<file path="src/bba_pkg.sv">
`timescale 1ns / 1ps
// ----------------------------------------------------------------------------
// bba_pkg
// Request and result types and operation codes shared by the buddy allocator
// block and its checker.
// ----------------------------------------------------------------------------
package bba_pkg;

  localparam logic MODE_ALLOC = 1'b0;
  localparam logic MODE_FREE  = 1'b1;

  typedef struct packed {
    logic        mode;
    logic [15:0] request_bytes;
    logic [31:0] address;
  } in_item_t;

  typedef struct packed {
    logic        ok;
    logic [31:0] block_address;
  } out_item_t;

endpackage

</file>
<file path="src/buddy_block_allocator.sv">
`timescale 1ns / 1ps
// ----------------------------------------------------------------------------
// buddy_block_allocator
// Buddy allocator with split bitmap, per-level free lists and lazy tree growth.
// ----------------------------------------------------------------------------
// Usage:
//   Requests arrive on in_valid/in_ready/in_data: an allocate of a byte count
//   or a free of an address. Each request produces exactly one result on
//   out_valid/out_ready/out_data. heap_base is written through the APB-style
//   port (psel/penable/pwrite/paddr/pwdata); the user must write it only while
//   the block is idle, and the block does not enforce this. One request is in
//   work at a time; in_ready is high only in the idle state. A small
//   sequencer walks tree levels and list links, one step per cycle. An
//   oversize allocate goes straight to the result state and a free of null
//   passes through the free end state first. A free reads the block's level
//   and merges with free buddies level by level. An allocate climbs the size
//   search, steps down past empty levels, grows the tree and splits blocks.
//   A list unlink has a read state and a write state, as the link memories
//   have registered read data. in_ready returns after the result is loaded.
//   The finished result sits in an output register, so a new request is taken
//   while the receiver stalls; the sequencer then waits in its last state
//   until the output register is free.
//   Reset (synchronous, rst_n low) clears the split bitmap, sets all list
//   heads empty except the smallest level, which holds block 0, and sets the
//   tree limit to the smallest level. No clearing pass is needed.
// ----------------------------------------------------------------------------
module buddy_block_allocator
  import bba_pkg::*;
#(
  parameter int LEVELS         = 8,
  parameter int MIN_BLOCK_LOG2 = 5,
  parameter int HEADER_BYTES   = 8
) (
  input  logic        clk,
  input  logic        rst_n,
  input  logic        in_valid,
  output logic        in_ready,
  input  in_item_t    in_data,
  output logic        out_valid,
  input  logic        out_ready,
  output out_item_t   out_data,
  input  logic        psel,
  input  logic        penable,
  input  logic        pwrite,
  input  logic [2:0]  paddr,
  input  logic [31:0] pwdata,
  output logic [31:0] prdata,
  output logic        pready
);

  localparam int NBLK    = 1 << (LEVELS - 1);
  localparam int BLK_W   = LEVELS - 1;
  localparam int ID_W    = LEVELS;
  localparam int LVL_W   = $clog2(LEVELS);
  localparam int TOP_LOG2 = MIN_BLOCK_LOG2 + LEVELS - 1;
  localparam logic [31:0] HEAP_BYTES = 32'(1) << TOP_LOG2;
  localparam logic [ID_W-1:0] NBLK_ID  = ID_W'(NBLK);
  localparam logic [ID_W-1:0] HEAD_TOP = ID_W'(NBLK + LEVELS - 1);
  localparam logic [ID_W-1:0] LEVELS_ID = ID_W'(LEVELS);
  localparam logic [LVL_W-1:0] LV_TOP = LVL_W'(LEVELS - 1);

  localparam logic [4:0] S_IDLE    = 5'd0;
  localparam logic [4:0] S_LVL     = 5'd1;
  localparam logic [4:0] S_GROW    = 5'd2;
  localparam logic [4:0] S_G_A1    = 5'd3;
  localparam logic [4:0] S_G_B1    = 5'd4;
  localparam logic [4:0] S_A_TRY   = 5'd5;
  localparam logic [4:0] S_A_POP1  = 5'd6;
  localparam logic [4:0] S_A_POP2  = 5'd7;
  localparam logic [4:0] S_A_FOUND = 5'd8;
  localparam logic [4:0] S_A_SPLIT = 5'd9;
  localparam logic [4:0] S_F_RD    = 5'd10;
  localparam logic [4:0] S_F_LV    = 5'd11;
  localparam logic [4:0] S_F_LOOP  = 5'd12;
  localparam logic [4:0] S_F_END   = 5'd13;
  localparam logic [4:0] S_RM_RD   = 5'd14;
  localparam logic [4:0] S_RM_WR   = 5'd15;
  localparam logic [4:0] S_PU_1    = 5'd16;
  localparam logic [4:0] S_PU_2    = 5'd17;
  localparam logic [4:0] S_DONE    = 5'd18;

  function automatic logic [ID_W-1:0] node_of(input logic [BLK_W-1:0] id,
                                              input logic [LVL_W-1:0] lv);
    logic [ID_W-1:0] sh;
    logic [ID_W-1:0] base;
    sh   = ID_W'(id) >> (LV_TOP - lv);
    base = (ID_W'(1) << lv) - ID_W'(1);
    return sh + base;
  endfunction

  function automatic logic [BLK_W-1:0] blk_of(input logic [ID_W-1:0] node,
                                              input logic [LVL_W-1:0] lv);
    logic [ID_W-1:0] t;
    t = node + ID_W'(1) - (ID_W'(1) << lv);
    t = t << (LV_TOP - lv);
    return t[BLK_W-1:0];
  endfunction

  // Pair index of a node; node 0 wraps to the last pair bit.
  function automatic logic [BLK_W-1:0] pidx(input logic [ID_W-1:0] node);
    logic [ID_W-1:0] t;
    t = node - ID_W'(1);
    return t[ID_W-1:1];
  endfunction

  function automatic logic is_head(input logic [ID_W-1:0] id);
    logic [ID_W-1:0] t;
    t = id - NBLK_ID;
    return (id >= NBLK_ID) && (t < LEVELS_ID);
  endfunction

  function automatic logic [LVL_W-1:0] head_lv(input logic [ID_W-1:0] id);
    logic [ID_W-1:0] t;
    t = id - NBLK_ID;
    return t[LVL_W-1:0];
  endfunction

  logic [4:0]       state_r, state_nxt;
  logic [4:0]       ret_r, ret_nxt;
  logic [4:0]       gret_r, gret_nxt;
  logic [LVL_W-1:0] lv_r, lv_nxt;
  logic [LVL_W-1:0] want_r, want_nxt;
  logic [LVL_W-1:0] limit_r, limit_nxt;
  logic [LVL_W-1:0] gt_r, gt_nxt;
  logic [BLK_W-1:0] id_r, id_nxt;
  logic [ID_W-1:0]  node_r, node_nxt;
  logic [31:0]      size_r, size_nxt;
  logic [16:0]      bytes_r, bytes_nxt;
  logic [BLK_W-1:0] rm_e_r, rm_e_nxt;
  logic [LVL_W-1:0] pu_lv_r, pu_lv_nxt;
  logic [BLK_W-1:0] pu_e_r, pu_e_nxt;
  logic [ID_W-1:0]  pu_p_r, pu_p_nxt;
  logic             res_ok_r, res_ok_nxt;
  logic [31:0]      res_addr_r, res_addr_nxt;
  logic             out_valid_r, out_valid_nxt;
  out_item_t        out_data_r, out_data_nxt;
  logic [31:0]      heap_base_r;
  logic [NBLK-1:0]  split_r;
  logic             p0v_r, n0v_r;
  logic [ID_W-1:0]  head_prev_r [LEVELS];
  logic [ID_W-1:0]  head_next_r [LEVELS];

  logic [ID_W-1:0]  mem_prev [NBLK];
  logic [ID_W-1:0]  mem_next [NBLK];
  logic [LVL_W-1:0] mem_al [NBLK];
  logic [ID_W-1:0]  q_prev_r, q_next_r;
  logic [LVL_W-1:0] q_al_r;

  // Write requests decoded each cycle.
  logic             wp_en, wn_en, hp_en, hinit_en, flip_en, al_we;
  logic [ID_W-1:0]  wp_id, wp_val, wn_id, wn_val, hp_val;
  logic [LVL_W-1:0] hp_lv, hinit_lv;
  logic [BLK_W-1:0] flip_idx;

  logic [ID_W-1:0]  rm_p, rm_n, back, root, nn;
  logic [LVL_W-1:0] fl_lv;
  logic [31:0]      diff;
  logic             cur_bit;

  assign in_ready  = (state_r == S_IDLE);
  assign out_valid = out_valid_r;
  assign out_data  = out_data_r;
  assign pready    = 1'b1;
  assign prdata    = heap_base_r;

  assign rm_p = (rm_e_r == '0 && !p0v_r) ? HEAD_TOP : q_prev_r;
  assign rm_n = (rm_e_r == '0 && !n0v_r) ? HEAD_TOP : q_next_r;

  always_comb begin
    state_nxt     = state_r;
    ret_nxt       = ret_r;
    gret_nxt      = gret_r;
    lv_nxt        = lv_r;
    want_nxt      = want_r;
    limit_nxt     = limit_r;
    gt_nxt        = gt_r;
    id_nxt        = id_r;
    node_nxt      = node_r;
    size_nxt      = size_r;
    bytes_nxt     = bytes_r;
    rm_e_nxt      = rm_e_r;
    pu_lv_nxt     = pu_lv_r;
    pu_e_nxt      = pu_e_r;
    pu_p_nxt      = pu_p_r;
    res_ok_nxt    = res_ok_r;
    res_addr_nxt  = res_addr_r;
    out_valid_nxt = out_valid_r && !out_ready;
    out_data_nxt  = out_data_r;
    wp_en = 1'b0; wp_id = '0; wp_val = '0;
    wn_en = 1'b0; wn_id = '0; wn_val = '0;
    hp_en = 1'b0; hp_lv = '0; hp_val = '0;
    hinit_en = 1'b0; hinit_lv = '0;
    flip_en = 1'b0; flip_idx = '0;
    al_we = 1'b0;
    back  = head_prev_r[lv_r];
    root  = (ID_W'(1) << limit_r) - ID_W'(1);
    nn    = {node_r[ID_W-2:0], 1'b1};
    fl_lv = (ID_W'(q_al_r) >= LEVELS_ID) ? '0 : q_al_r;
    diff  = in_data.address - heap_base_r - 32'(HEADER_BYTES);
    cur_bit = split_r[pidx(node_r)];

    case (state_r)
      S_IDLE: begin
        if (in_valid) begin
          res_ok_nxt   = 1'b0;
          res_addr_nxt = '0;
          if (in_data.mode == MODE_ALLOC) begin
            bytes_nxt = 17'(in_data.request_bytes) + 17'(HEADER_BYTES);
            if (32'(17'(in_data.request_bytes) + 17'(HEADER_BYTES)) > HEAP_BYTES) begin
              state_nxt = S_DONE;
            end else begin
              lv_nxt    = LV_TOP;
              size_nxt  = 32'(1) << MIN_BLOCK_LOG2;
              state_nxt = S_LVL;
            end
          end else if (in_data.address == '0) begin
            state_nxt = S_F_END;
          end else begin
            id_nxt    = diff[MIN_BLOCK_LOG2 +: BLK_W];
            state_nxt = S_F_RD;
          end
        end
      end
      S_LVL: begin
        if (size_r < 32'(bytes_r) && lv_r != '0) begin
          size_nxt = size_r << 1;
          lv_nxt   = lv_r - LVL_W'(1);
        end else begin
          want_nxt  = lv_r;
          state_nxt = S_A_TRY;
        end
      end
      S_GROW: begin
        if (gt_r < limit_r) begin
          if (!split_r[pidx(root)]) begin
            rm_e_nxt  = '0;
            ret_nxt   = S_G_A1;
            state_nxt = S_RM_RD;
          end else begin
            pu_lv_nxt = limit_r;
            pu_e_nxt  = blk_of(root + ID_W'(1), limit_r);
            ret_nxt   = S_G_B1;
            state_nxt = S_PU_1;
          end
        end else begin
          state_nxt = gret_r;
        end
      end
      S_G_A1: begin
        limit_nxt = limit_r - LVL_W'(1);
        hinit_en  = 1'b1;
        hinit_lv  = limit_r - LVL_W'(1);
        pu_lv_nxt = limit_r - LVL_W'(1);
        pu_e_nxt  = '0;
        ret_nxt   = S_GROW;
        state_nxt = S_PU_1;
      end
      S_G_B1: begin
        limit_nxt = limit_r - LVL_W'(1);
        hinit_en  = 1'b1;
        hinit_lv  = limit_r - LVL_W'(1);
        if (limit_r != LVL_W'(1)) begin
          flip_en  = 1'b1;
          flip_idx = pidx((ID_W'(1) << (limit_r - LVL_W'(1))) - ID_W'(1));
        end
        state_nxt = S_GROW;
      end
      S_A_TRY: begin
        gt_nxt    = lv_r;
        gret_nxt  = S_A_POP1;
        state_nxt = S_GROW;
      end
      S_A_POP1, S_A_POP2: begin
        if (back < NBLK_ID) begin
          id_nxt    = back[BLK_W-1:0];
          rm_e_nxt  = back[BLK_W-1:0];
          ret_nxt   = S_A_FOUND;
          state_nxt = S_RM_RD;
        end else if (state_r == S_A_POP1 && lv_r == limit_r && lv_r != '0) begin
          gt_nxt    = lv_r - LVL_W'(1);
          gret_nxt  = S_A_POP2;
          state_nxt = S_GROW;
        end else if (lv_r == '0) begin
          state_nxt = S_DONE;
        end else begin
          lv_nxt    = lv_r - LVL_W'(1);
          state_nxt = S_A_TRY;
        end
      end
      S_A_FOUND: begin
        node_nxt = node_of(id_r, lv_r);
        if (node_of(id_r, lv_r) != '0) begin
          flip_en  = 1'b1;
          flip_idx = pidx(node_of(id_r, lv_r));
        end
        state_nxt = S_A_SPLIT;
      end
      S_A_SPLIT: begin
        if (lv_r < want_r) begin
          flip_en   = 1'b1;
          flip_idx  = pidx(nn);
          node_nxt  = nn;
          lv_nxt    = lv_r + LVL_W'(1);
          pu_lv_nxt = lv_r + LVL_W'(1);
          pu_e_nxt  = blk_of(nn + ID_W'(1), lv_r + LVL_W'(1));
          ret_nxt   = S_A_SPLIT;
          state_nxt = S_PU_1;
        end else begin
          al_we        = 1'b1;
          res_ok_nxt   = 1'b1;
          res_addr_nxt = heap_base_r + (32'(id_r) << MIN_BLOCK_LOG2) + 32'(HEADER_BYTES);
          state_nxt    = S_DONE;
        end
      end
      S_F_RD: begin
        state_nxt = S_F_LV;
      end
      S_F_LV: begin
        lv_nxt    = fl_lv;
        node_nxt  = node_of(id_r, fl_lv);
        state_nxt = S_F_LOOP;
      end
      S_F_LOOP: begin
        if (node_r == '0) begin
          pu_lv_nxt = lv_r;
          pu_e_nxt  = blk_of(node_r, lv_r);
          ret_nxt   = S_F_END;
          state_nxt = S_PU_1;
        end else begin
          flip_en  = 1'b1;
          flip_idx = pidx(node_r);
          if (!cur_bit || lv_r == limit_r) begin
            pu_lv_nxt = lv_r;
            pu_e_nxt  = blk_of(node_r, lv_r);
            ret_nxt   = S_F_END;
            state_nxt = S_PU_1;
          end else begin
            // Unlink the free buddy and step up to the parent.
            rm_e_nxt  = blk_of(((node_r - ID_W'(1)) ^ ID_W'(1)) + ID_W'(1), lv_r);
            node_nxt  = (node_r - ID_W'(1)) >> 1;
            lv_nxt    = lv_r - LVL_W'(1);
            ret_nxt   = S_F_LOOP;
            state_nxt = S_RM_RD;
          end
        end
      end
      S_F_END: begin
        res_ok_nxt   = 1'b1;
        res_addr_nxt = '0;
        state_nxt    = S_DONE;
      end
      S_RM_RD: begin
        state_nxt = S_RM_WR;
      end
      S_RM_WR: begin
        wn_en  = 1'b1;
        wn_id  = rm_p;
        wn_val = rm_n;
        wp_en  = 1'b1;
        wp_id  = rm_n;
        wp_val = rm_p;
        state_nxt = ret_r;
      end
      S_PU_1: begin
        wp_en  = 1'b1;
        wp_id  = ID_W'(pu_e_r);
        wp_val = head_prev_r[pu_lv_r];
        wn_en  = 1'b1;
        wn_id  = ID_W'(pu_e_r);
        wn_val = NBLK_ID + ID_W'(pu_lv_r);
        hp_en  = 1'b1;
        hp_lv  = pu_lv_r;
        hp_val = ID_W'(pu_e_r);
        pu_p_nxt  = head_prev_r[pu_lv_r];
        state_nxt = S_PU_2;
      end
      S_PU_2: begin
        wn_en  = 1'b1;
        wn_id  = pu_p_r;
        wn_val = ID_W'(pu_e_r);
        state_nxt = ret_r;
      end
      S_DONE: begin
        if (!out_valid_r || out_ready) begin
          out_valid_nxt = 1'b1;
          out_data_nxt.ok = res_ok_r;
          out_data_nxt.block_address = res_addr_r;
          state_nxt = S_IDLE;
        end
      end
      default: begin
        state_nxt = S_IDLE;
      end
    endcase
  end

  always_ff @(posedge clk) begin
    if (!rst_n) begin
      state_r     <= S_IDLE;
      ret_r       <= S_IDLE;
      gret_r      <= S_IDLE;
      limit_r     <= LV_TOP;
      out_valid_r <= 1'b0;
      heap_base_r <= '0;
      split_r     <= '0;
      p0v_r       <= 1'b0;
      n0v_r       <= 1'b0;
    end else begin
      state_r     <= state_nxt;
      ret_r       <= ret_nxt;
      gret_r      <= gret_nxt;
      limit_r     <= limit_nxt;
      out_valid_r <= out_valid_nxt;
      if (psel && penable && pwrite && !paddr[2]) begin
        heap_base_r <= pwdata;
      end
      if (flip_en) begin
        split_r[flip_idx] <= ~split_r[flip_idx];
      end
      if (wp_en && wp_id == '0) begin
        p0v_r <= 1'b1;
      end
      if (wn_en && wn_id == '0) begin
        n0v_r <= 1'b1;
      end
    end
  end

  always_ff @(posedge clk) begin
    lv_r       <= lv_nxt;
    want_r     <= want_nxt;
    gt_r       <= gt_nxt;
    id_r       <= id_nxt;
    node_r     <= node_nxt;
    size_r     <= size_nxt;
    bytes_r    <= bytes_nxt;
    rm_e_r     <= rm_e_nxt;
    pu_lv_r    <= pu_lv_nxt;
    pu_e_r     <= pu_e_nxt;
    pu_p_r     <= pu_p_nxt;
    res_ok_r   <= res_ok_nxt;
    res_addr_r <= res_addr_nxt;
    out_data_r <= out_data_nxt;
  end

  // List heads: the smallest level starts holding block 0.
  always_ff @(posedge clk) begin
    if (!rst_n) begin
      for (int l = 0; l < LEVELS; l++) begin
        head_prev_r[l] <= (l == LEVELS - 1) ? '0 : ID_W'(NBLK + l);
        head_next_r[l] <= (l == LEVELS - 1) ? '0 : ID_W'(NBLK + l);
      end
    end else begin
      if (hinit_en) begin
        head_prev_r[hinit_lv] <= NBLK_ID + ID_W'(hinit_lv);
        head_next_r[hinit_lv] <= NBLK_ID + ID_W'(hinit_lv);
      end
      if (wp_en && is_head(wp_id)) begin
        head_prev_r[head_lv(wp_id)] <= wp_val;
      end
      if (wn_en && is_head(wn_id)) begin
        head_next_r[head_lv(wn_id)] <= wn_val;
      end
      if (hp_en) begin
        head_prev_r[hp_lv] <= hp_val;
      end
    end
  end

  always_ff @(posedge clk) begin
    if (wp_en && wp_id < NBLK_ID) begin
      mem_prev[wp_id[BLK_W-1:0]] <= wp_val;
    end
    q_prev_r <= mem_prev[rm_e_r];
  end

  always_ff @(posedge clk) begin
    if (wn_en && wn_id < NBLK_ID) begin
      mem_next[wn_id[BLK_W-1:0]] <= wn_val;
    end
    q_next_r <= mem_next[rm_e_r];
  end

  always_ff @(posedge clk) begin
    if (al_we) begin
      mem_al[id_r] <= want_r;
    end
    q_al_r <= mem_al[id_r];
  end

endmodule

</file>
<file path="config.mk">
export PLATFORM = sky130hd
export DESIGN_NAME = buddy_block_allocator
export DESIGN_NICKNAME = d
export VERILOG_FILES = /design/src/bba_pkg.sv /design/src/buddy_block_allocator.sv
export SDC_FILE = /design/constraint.sdc
export NUM_CORES = 2
export LEC_CHECK = 0
export BUFFER_PORTS_ARGS = -buffer_cell sky130_fd_sc_hd__buf_2
export CAP_MARGIN = 15
export CORE_MARGIN = 10
export CORE_UTILIZATION = 65
export DETAILED_ROUTE_END_ITERATION = 16
export GPL_ROUTABILITY_DRIVEN = 1
export HOLD_SLACK_MARGIN = 0.12
export PLACE_DENSITY = 0.82
export SYNTH_ARGS = -nofsm -noshare
export SYNTH_HDL_FRONTEND = slang
export SYNTH_SLANG_ARGS = --single-unit
</file>
<file path="constraint.sdc">
create_clock -name clk -period 12.9 [get_ports clk]
set_clock_uncertainty 0.15 [all_clocks]
set_input_delay 2.58 -clock clk [delete_from_list [all_inputs] [get_ports clk]]
set_output_delay 2.58 -clock clk [all_outputs]
set_load 0.02 [all_outputs]
</file>
After elaboration in Yosys (flattened, before gate mapping)
Memory sizes are Yosys's and may differ from the RTL's. A register that Yosys moved wholly into a read port is not among the register bits.
Index checks and enable logic that the tools add are counted.

operators by class
  $add $sub $neg = 38
  $lt $le $gt $ge = 13
  bitwise gates (word level) = 4
  reduce and logical (&&, ||, !) cells = 64
  mux-type cells = 138
  equality and inequality tests = 41
  shift-type cells = 11

operators by type and width
  cell                   count
  $mux 32                6
  $bwmux 128             1
  $mux 7                 18
  $pmux 32 s3            1
  $mux 5                 17
  $pmux 5 s16            1
  $mux 3                 25
  $mux 8                 8
  $pmux 32 s2            1
  $add 8x1->8 const B    7
  $pmux 7 s4             2
  $pmux 8 s3             2
  $eq 5x4->1 const B     8
  $shl 1x3->8 const A    5
  $sub 8x1->8 const B    5
  $mux 1                 39
  $ne 2x2->1 const B     19
  $add 16x4->17 const B  2
  $add 32x12->32         1
  $add 32x4->32 const B  1
  $logic_not 32->1       1
  $lt 32x17->1           1
  $pmux 8 s2             2
  $pmux 8 s4             1
  other kinds (62)       135

word-level totals
  output and inout port bits = 68
  input port bits = 91
  bits in writable memories = 2,496
  word-level logic and storage cells = 337
  memories = 4
  flip-flop bits (word level) = 345

memories
  memory       depth  bits a word  rd ports  clocked after Yosys merged registers in  wr ports  RTL line                      text
  mem_next     128    8            1         1                                        1         buddy_block_allocator.sv:144  logic [ID_W-1:0] mem_next [NBLK];
  mem_prev     128    8            1         1                                        1         buddy_block_allocator.sv:143  logic [ID_W-1:0] mem_prev [NBLK];
  mem_al       128    3            1         1                                        1         buddy_block_allocator.sv:145  logic [LVL_W-1:0] mem_al [NBLK];
  head_prev_r  8      8            2         2                                        8         buddy_block_allocator.sv:140  logic [ID_W-1:0] head_prev_r [LEVELS];

Longest topological paths before layout
  word-level depth = 14
  depth in mapped cells = 28
  mapped depth without buffers = 21

Worst setup path after synthesis
OpenSTA, ideal clock, no wires.

  path kind = register to register
  from = reg state_r[0]
  to = mem mem_next[0][0] (netlist name), data pin
  slack = 5.303 ns
  path buffers = 2
  period minus slack after synthesis = 7.597 ns
  arrival time = 6.250 ns
  setup time = 1.197 ns
  stages on the path, launching flop included = 5
  required time = 11.553 ns
  path through = dfxtp_1 -> buf_1 -> clkbuf_1 -> mux2i_1 -> o21ai_0

on the way
  word-level cells in the longest chain between the ends = 2
  elaborated cells on any way between the ends = 4
  those cells by class = eq/ne (3); mux (1)

RTL lines
  item                                             RTL line                      text
  start, declared                                  buddy_block_allocator.sv:118  logic [4:0] state_r, state_nxt;
  start signal, assigned                           buddy_block_allocator.sv:409  state_r <= state_nxt;
  $eq 5x5->1 / $eq 5x4->1 (equally long branches)  buddy_block_allocator.sv:202  case (state_r)
  $pmux 8 s3 (*)                                   buddy_block_allocator.sv:202
  net wn_val[0]                                    buddy_block_allocator.sv:151  logic [ID_W-1:0] wp_id, wp_val, wn_id, wn_val, hp_val;
  end, declared                                    buddy_block_allocator.sv:144

Mark *: on every way through the listed nets, which the timed path passes. The rest lies on a longest branch.

Worst setup path after layout
  from = reg lv_r[0]
  to = reg split_r[116]

on the way
  word-level cells in the longest chain between the ends = 11
  elaborated cells on any way between the ends = 23
  those cells by class = add/sub (4); order compare (3); shift (2); mux (11); bitwise (1); reduce/logical (2)

RTL lines
  item                                                                   RTL line                                                    text
  start, declared                                                        buddy_block_allocator.sv:121                                logic [LVL_W-1:0] lv_r, lv_nxt;
  start signal, assigned                                                 buddy_block_allocator.sv:430                                lv_r <= lv_nxt;
  $shl 1x3->8 / $sub 3x3->3 (equally long branches)                      buddy_block_allocator.sv:87, buddy_block_allocator.sv:86
  $sub 8x2->8 / $shr 7x3->8 (equally long branches)                      buddy_block_allocator.sv:87, buddy_block_allocator.sv:86
  $add 8x8->8                                                            buddy_block_allocator.sv:88                                 return sh + base;
  $sub 8x1->8 / $reduce_bool 8->1 (equally long branches)                buddy_block_allocator.sv:102, buddy_block_allocator.sv:292
  $mux 7                                                                 buddy_block_allocator.sv:292                                if (node_of(id_r, lv_r) != '0) begin
  $pmux 7 s4                                                             buddy_block_allocator.sv:202
  $lt 7x8->1 (implied by the code) / $ge 7x1->1 (equally long branches)  buddy_block_allocator.sv:418                                split_r[flip_idx] <= ~split_r[flip_idx];
  $logic_and 1x1->1 (implied by the code)                                buddy_block_allocator.sv:418
  $mux 1 (implied by the code)                                           buddy_block_allocator.sv:418
  $demux 1 s7                                                            buddy_block_allocator.sv:418
  $bwmux 128                                                             buddy_block_allocator.sv:418
  end signal, assigned by index                                          buddy_block_allocator.sv:418
  end, declared                                                          buddy_block_allocator.sv:138                                logic [NBLK-1:0] split_r;

Several ways; a longest one is shown, not always the timed one. The select of a mux whose other input is x is not followed.
A chain may end at the register's enable or synchronous reset.

==> impl_metrics.toml <==
[critical_path]
endpoint = "split_r[116]$_SDFFE_PN0P_"
crit_required_ns = 13.51
crit_buf_inv = 6
arrival_ns = 8.95
r2r-start = "lv_r[0]$_DFFE_PP_"
reg2regPathDepth = 23
worst-path-stages = 23
crit_slowest_cell = "o21ai_2"
r2r_setup_slack_ns = 4.56
worstSetupPathType = "register to register"
worstSetupStartpoint = "lv_r[0]$_DFFE_PP_"
path_delay_family = "compound AO/OA/AOI/OAI gates"
cp_max_fo = 45
crit_chain = "buf_4 > clkinv_1 > ha_1 > nor2b_1 > inv_1 > ha_1 > inv_1 > ha_1 > fa_1 > a21o_1 > a21oi_1 > o21ai_0 > a21o_1 > o31ai_4 > nand2_4 > nand3_1 > buf_4 > o221a_2 > o2111ai_1 > and4b_1 > o21ai_2 > buf_4 > o31ai_1"
max_stage_delay_ns = 0.65
regToRegEndpoint = "split_r[116]$_SDFFE_PN0P_"
crit_path_start_kind = "register"
cp-end-kind = "register"

[routing]
drtPass1Iterations = 8
drt.antenna.violating_nets = 0
drtIter0Drc = 12756
vias = 72342
drt-wirelength-per-cell_um = 34.5
routed_wirelength_um = 339000
vias_per_cell = 7.37
drc = 0

[min_path]
hold_class = "register to register"
holdCritStartpoint = "res_addr_r[8]$_SDFFCE_PN0P_"

[synth]
synth-main-ff-cell = "edfxtp_1"
avgSynthCellArea_um2 = 17.2
syn_area_um2 = 120000
synth.most_common_cell = "edfxtp_1"
yosysTopAreaCellShare_pct = 66.2
yosysUniqueCellTypes = 104
postSynthNetCount = 7214
synth_edf_count = 2655
yosys_warnings = 0
ys_ff_latch = 2857
synth.cells.most_frequent = "edfxtp_1 (2655), mux4_2 (772), nor2_1 (747)"
ys_top_cells_by_area = "edfxtp_1 (66%), mux4_2 (14%), dfxtp_1 (3.4%)"
synth_cells = 6986
ys_async_sr_fraction_pct = 0
yosysSeqAreaShare_pct = 69.6
yosysTopAreaCell = "edfxtp_1"

[global_route]
grt-ovfl-total = 0
grt_pass1_vias = 71917
antenna_found_initial = 14
grt_pass1_wl_um = 493000
grt_start_max_net_pins = 130
grt_usage_pct = 32.5

[die]
initial_utilization_pct = 65.5
die_w_um = 450
ios = 159
die_h_um = 450
rows = 157
fp.coreArea_um2 = 184000
die_area_um2 = 203000

[timing]
period_minus_slack_ns = 8.34
fmax_ghz = 0.120
finalHoldViolations = 0
post-route-period-util_pct = 64.6
max_slew.worst_pin.slew_ns = 1.31
slew_headroom_pct = 11.7
finalSetupViolCount = 0
fin_ws_ns = 4.56
setup_tns_ns = 0
rsz0062_at_grt = "false"
slew_viol_final = 0

[pwr]
p_clk_share_pct = 30.8
switching_share_pct = 32.6
p_switching_w = 0.00872
p_total_w = 0.0267
combPwrFrac_pct = 28.0
p_per_area_nw_per_um2 = 201
ir_drop_mv = 0.198
power_frac_seq_pct = 41.2
leakagePower_nw = 40.7
internal_power_w = 0.0180

[placed_design]
numPortBuffers = 155
placedInstanceArea_um2 = 124000
dp_slack_ns = 4.81
dpl.hpwl_um = 176000
routabilityCongestion = 0.919

[cells_and_area]
finish.net_count = 7367
final_area_um2 = 133000
areaGrowthSynthToFinish_pct = 10.3
drive_gt1_share_pct = 21.4
utilization_pct = 72.3

[cts]
cts-buffers-inserted = 289
clk_latency_ns = 0.97
cts_sinks = 2857
postCtsSetupBuffers = 0
cts_root_buf = "clkbuf_16"
htree_levels = 5
cts_resized = 0
cts_tree = "yes"
cts_hold_buf = 0
clockBufferDepth = 4
clkTransAtPathRegs_ns = 0.06

[job]
max-cap-violations = 0

[status]
status = "finished, final reports clean"
[cell usage in the layout, fill, tap and decap left out, types with 65 or more instances in the layout]
master     Yosys  routed
dfxtp_1      202     202
o21ai_0      145     141
ha_1         131     131
nand2_1      367     360
mux2i_1       67      67
clkbuf_16      0     297
buf_4          6     115
a211oi_1      87      87
mux4_2       772     772
a22oi_1      161     161
edfxtp_1    2655    2655
a21oi_1      161     161
xnor2_1       70      69
inv_1        125     125
buf_2         43     155
nor2_1       747     743
nand4_1       65      65
nand3_1       91      89
[cells by family after synthesis]
logic type / Yosys count / share of synthesized area, %
other cells: 1 / 0.00312
compound gates: 928 / 5.37
mux: 888 / 15.5
simple gates: 1519 / 5.54
flops: 2857 / 69.6
buf+inv: 553 / 1.81
xor+xnor: 103 / 0.768
fa+ha+maj: 137 / 1.46
[power by group through the flow]
stage                     clock (W)  combinational (W)  sequential, W
after floorplan                   0            0.00499         0.0111
after global placement            0            0.00683         0.0112
after detailed placement          0            0.00699         0.0112
after CTS                   0.00822            0.00719         0.0110
after global routing        0.00858            0.00786         0.0110
final                       0.00824            0.00749         0.0110
[layer usage]
layer	GRT usage, %	vias up	wire (um)
met2	51.0	6653	161000
met4	15.0	14	19100
met3	8.43	1369	45100
met1	43.0	35964	113000
li1	-	28342	-
met5	0	-	121
[final cells by class]
class | count | area, um^2
inverters | 135 | 512
repair buffers | 280 | 1860
diodes | 7 | 17.5
clock inverters | 138 | 1150
clock buffers | 360 | 7720
flip-flops and latches | 2857 | 83800
well taps | 2464 | 3080
fillers | 9891 | 50900
multi-input cells | 3576 | 34700
[sequential cells by signal, summed over array words and instances, names as in the netlist, 4 cells and up, named ones only]
signal,count
bytes_r,17
head_prev_r,64
id_r,7
mem_al,384
mem_next,1024
mem_prev,1024
node_r,8
out_data,33
prdata,32
pu_e_r,7
pu_p_r,8
q_next_r,8
q_prev_r,8
res_addr_r,32
ret_r,4
rm_e_r,7
size_r,27
split_r,128
state_r,5
[per-stage QoR]
stage	instances	hold WS [ns]
global placement	9304	0.251
detailed placement	9304	0.255
global route	9810	0.271
CTS	9802	0.253
floorplan	6986	0.250
finish	9817	0.250
[how the worst min path moves through the flow]
stage / cells after the start / slack (ns) / to
floorplan: 0 / 0.25 / out_data[0]$_DFFE_PP_
global placement: 0 / 0.25 / out_data[17]$_DFFE_PP_
CTS: 0 / 0.25 / out_data[8]$_DFFE_PP_
global route: 0 / 0.27 / out_data[8]$_DFFE_PP_
detailed placement: 0 / 0.25 / out_data[14]$_DFFE_PP_
finish: 0 / 0.25 / out_data[8]$_DFFE_PP_
Note: power is estimated with default switching activity, not from simulation.
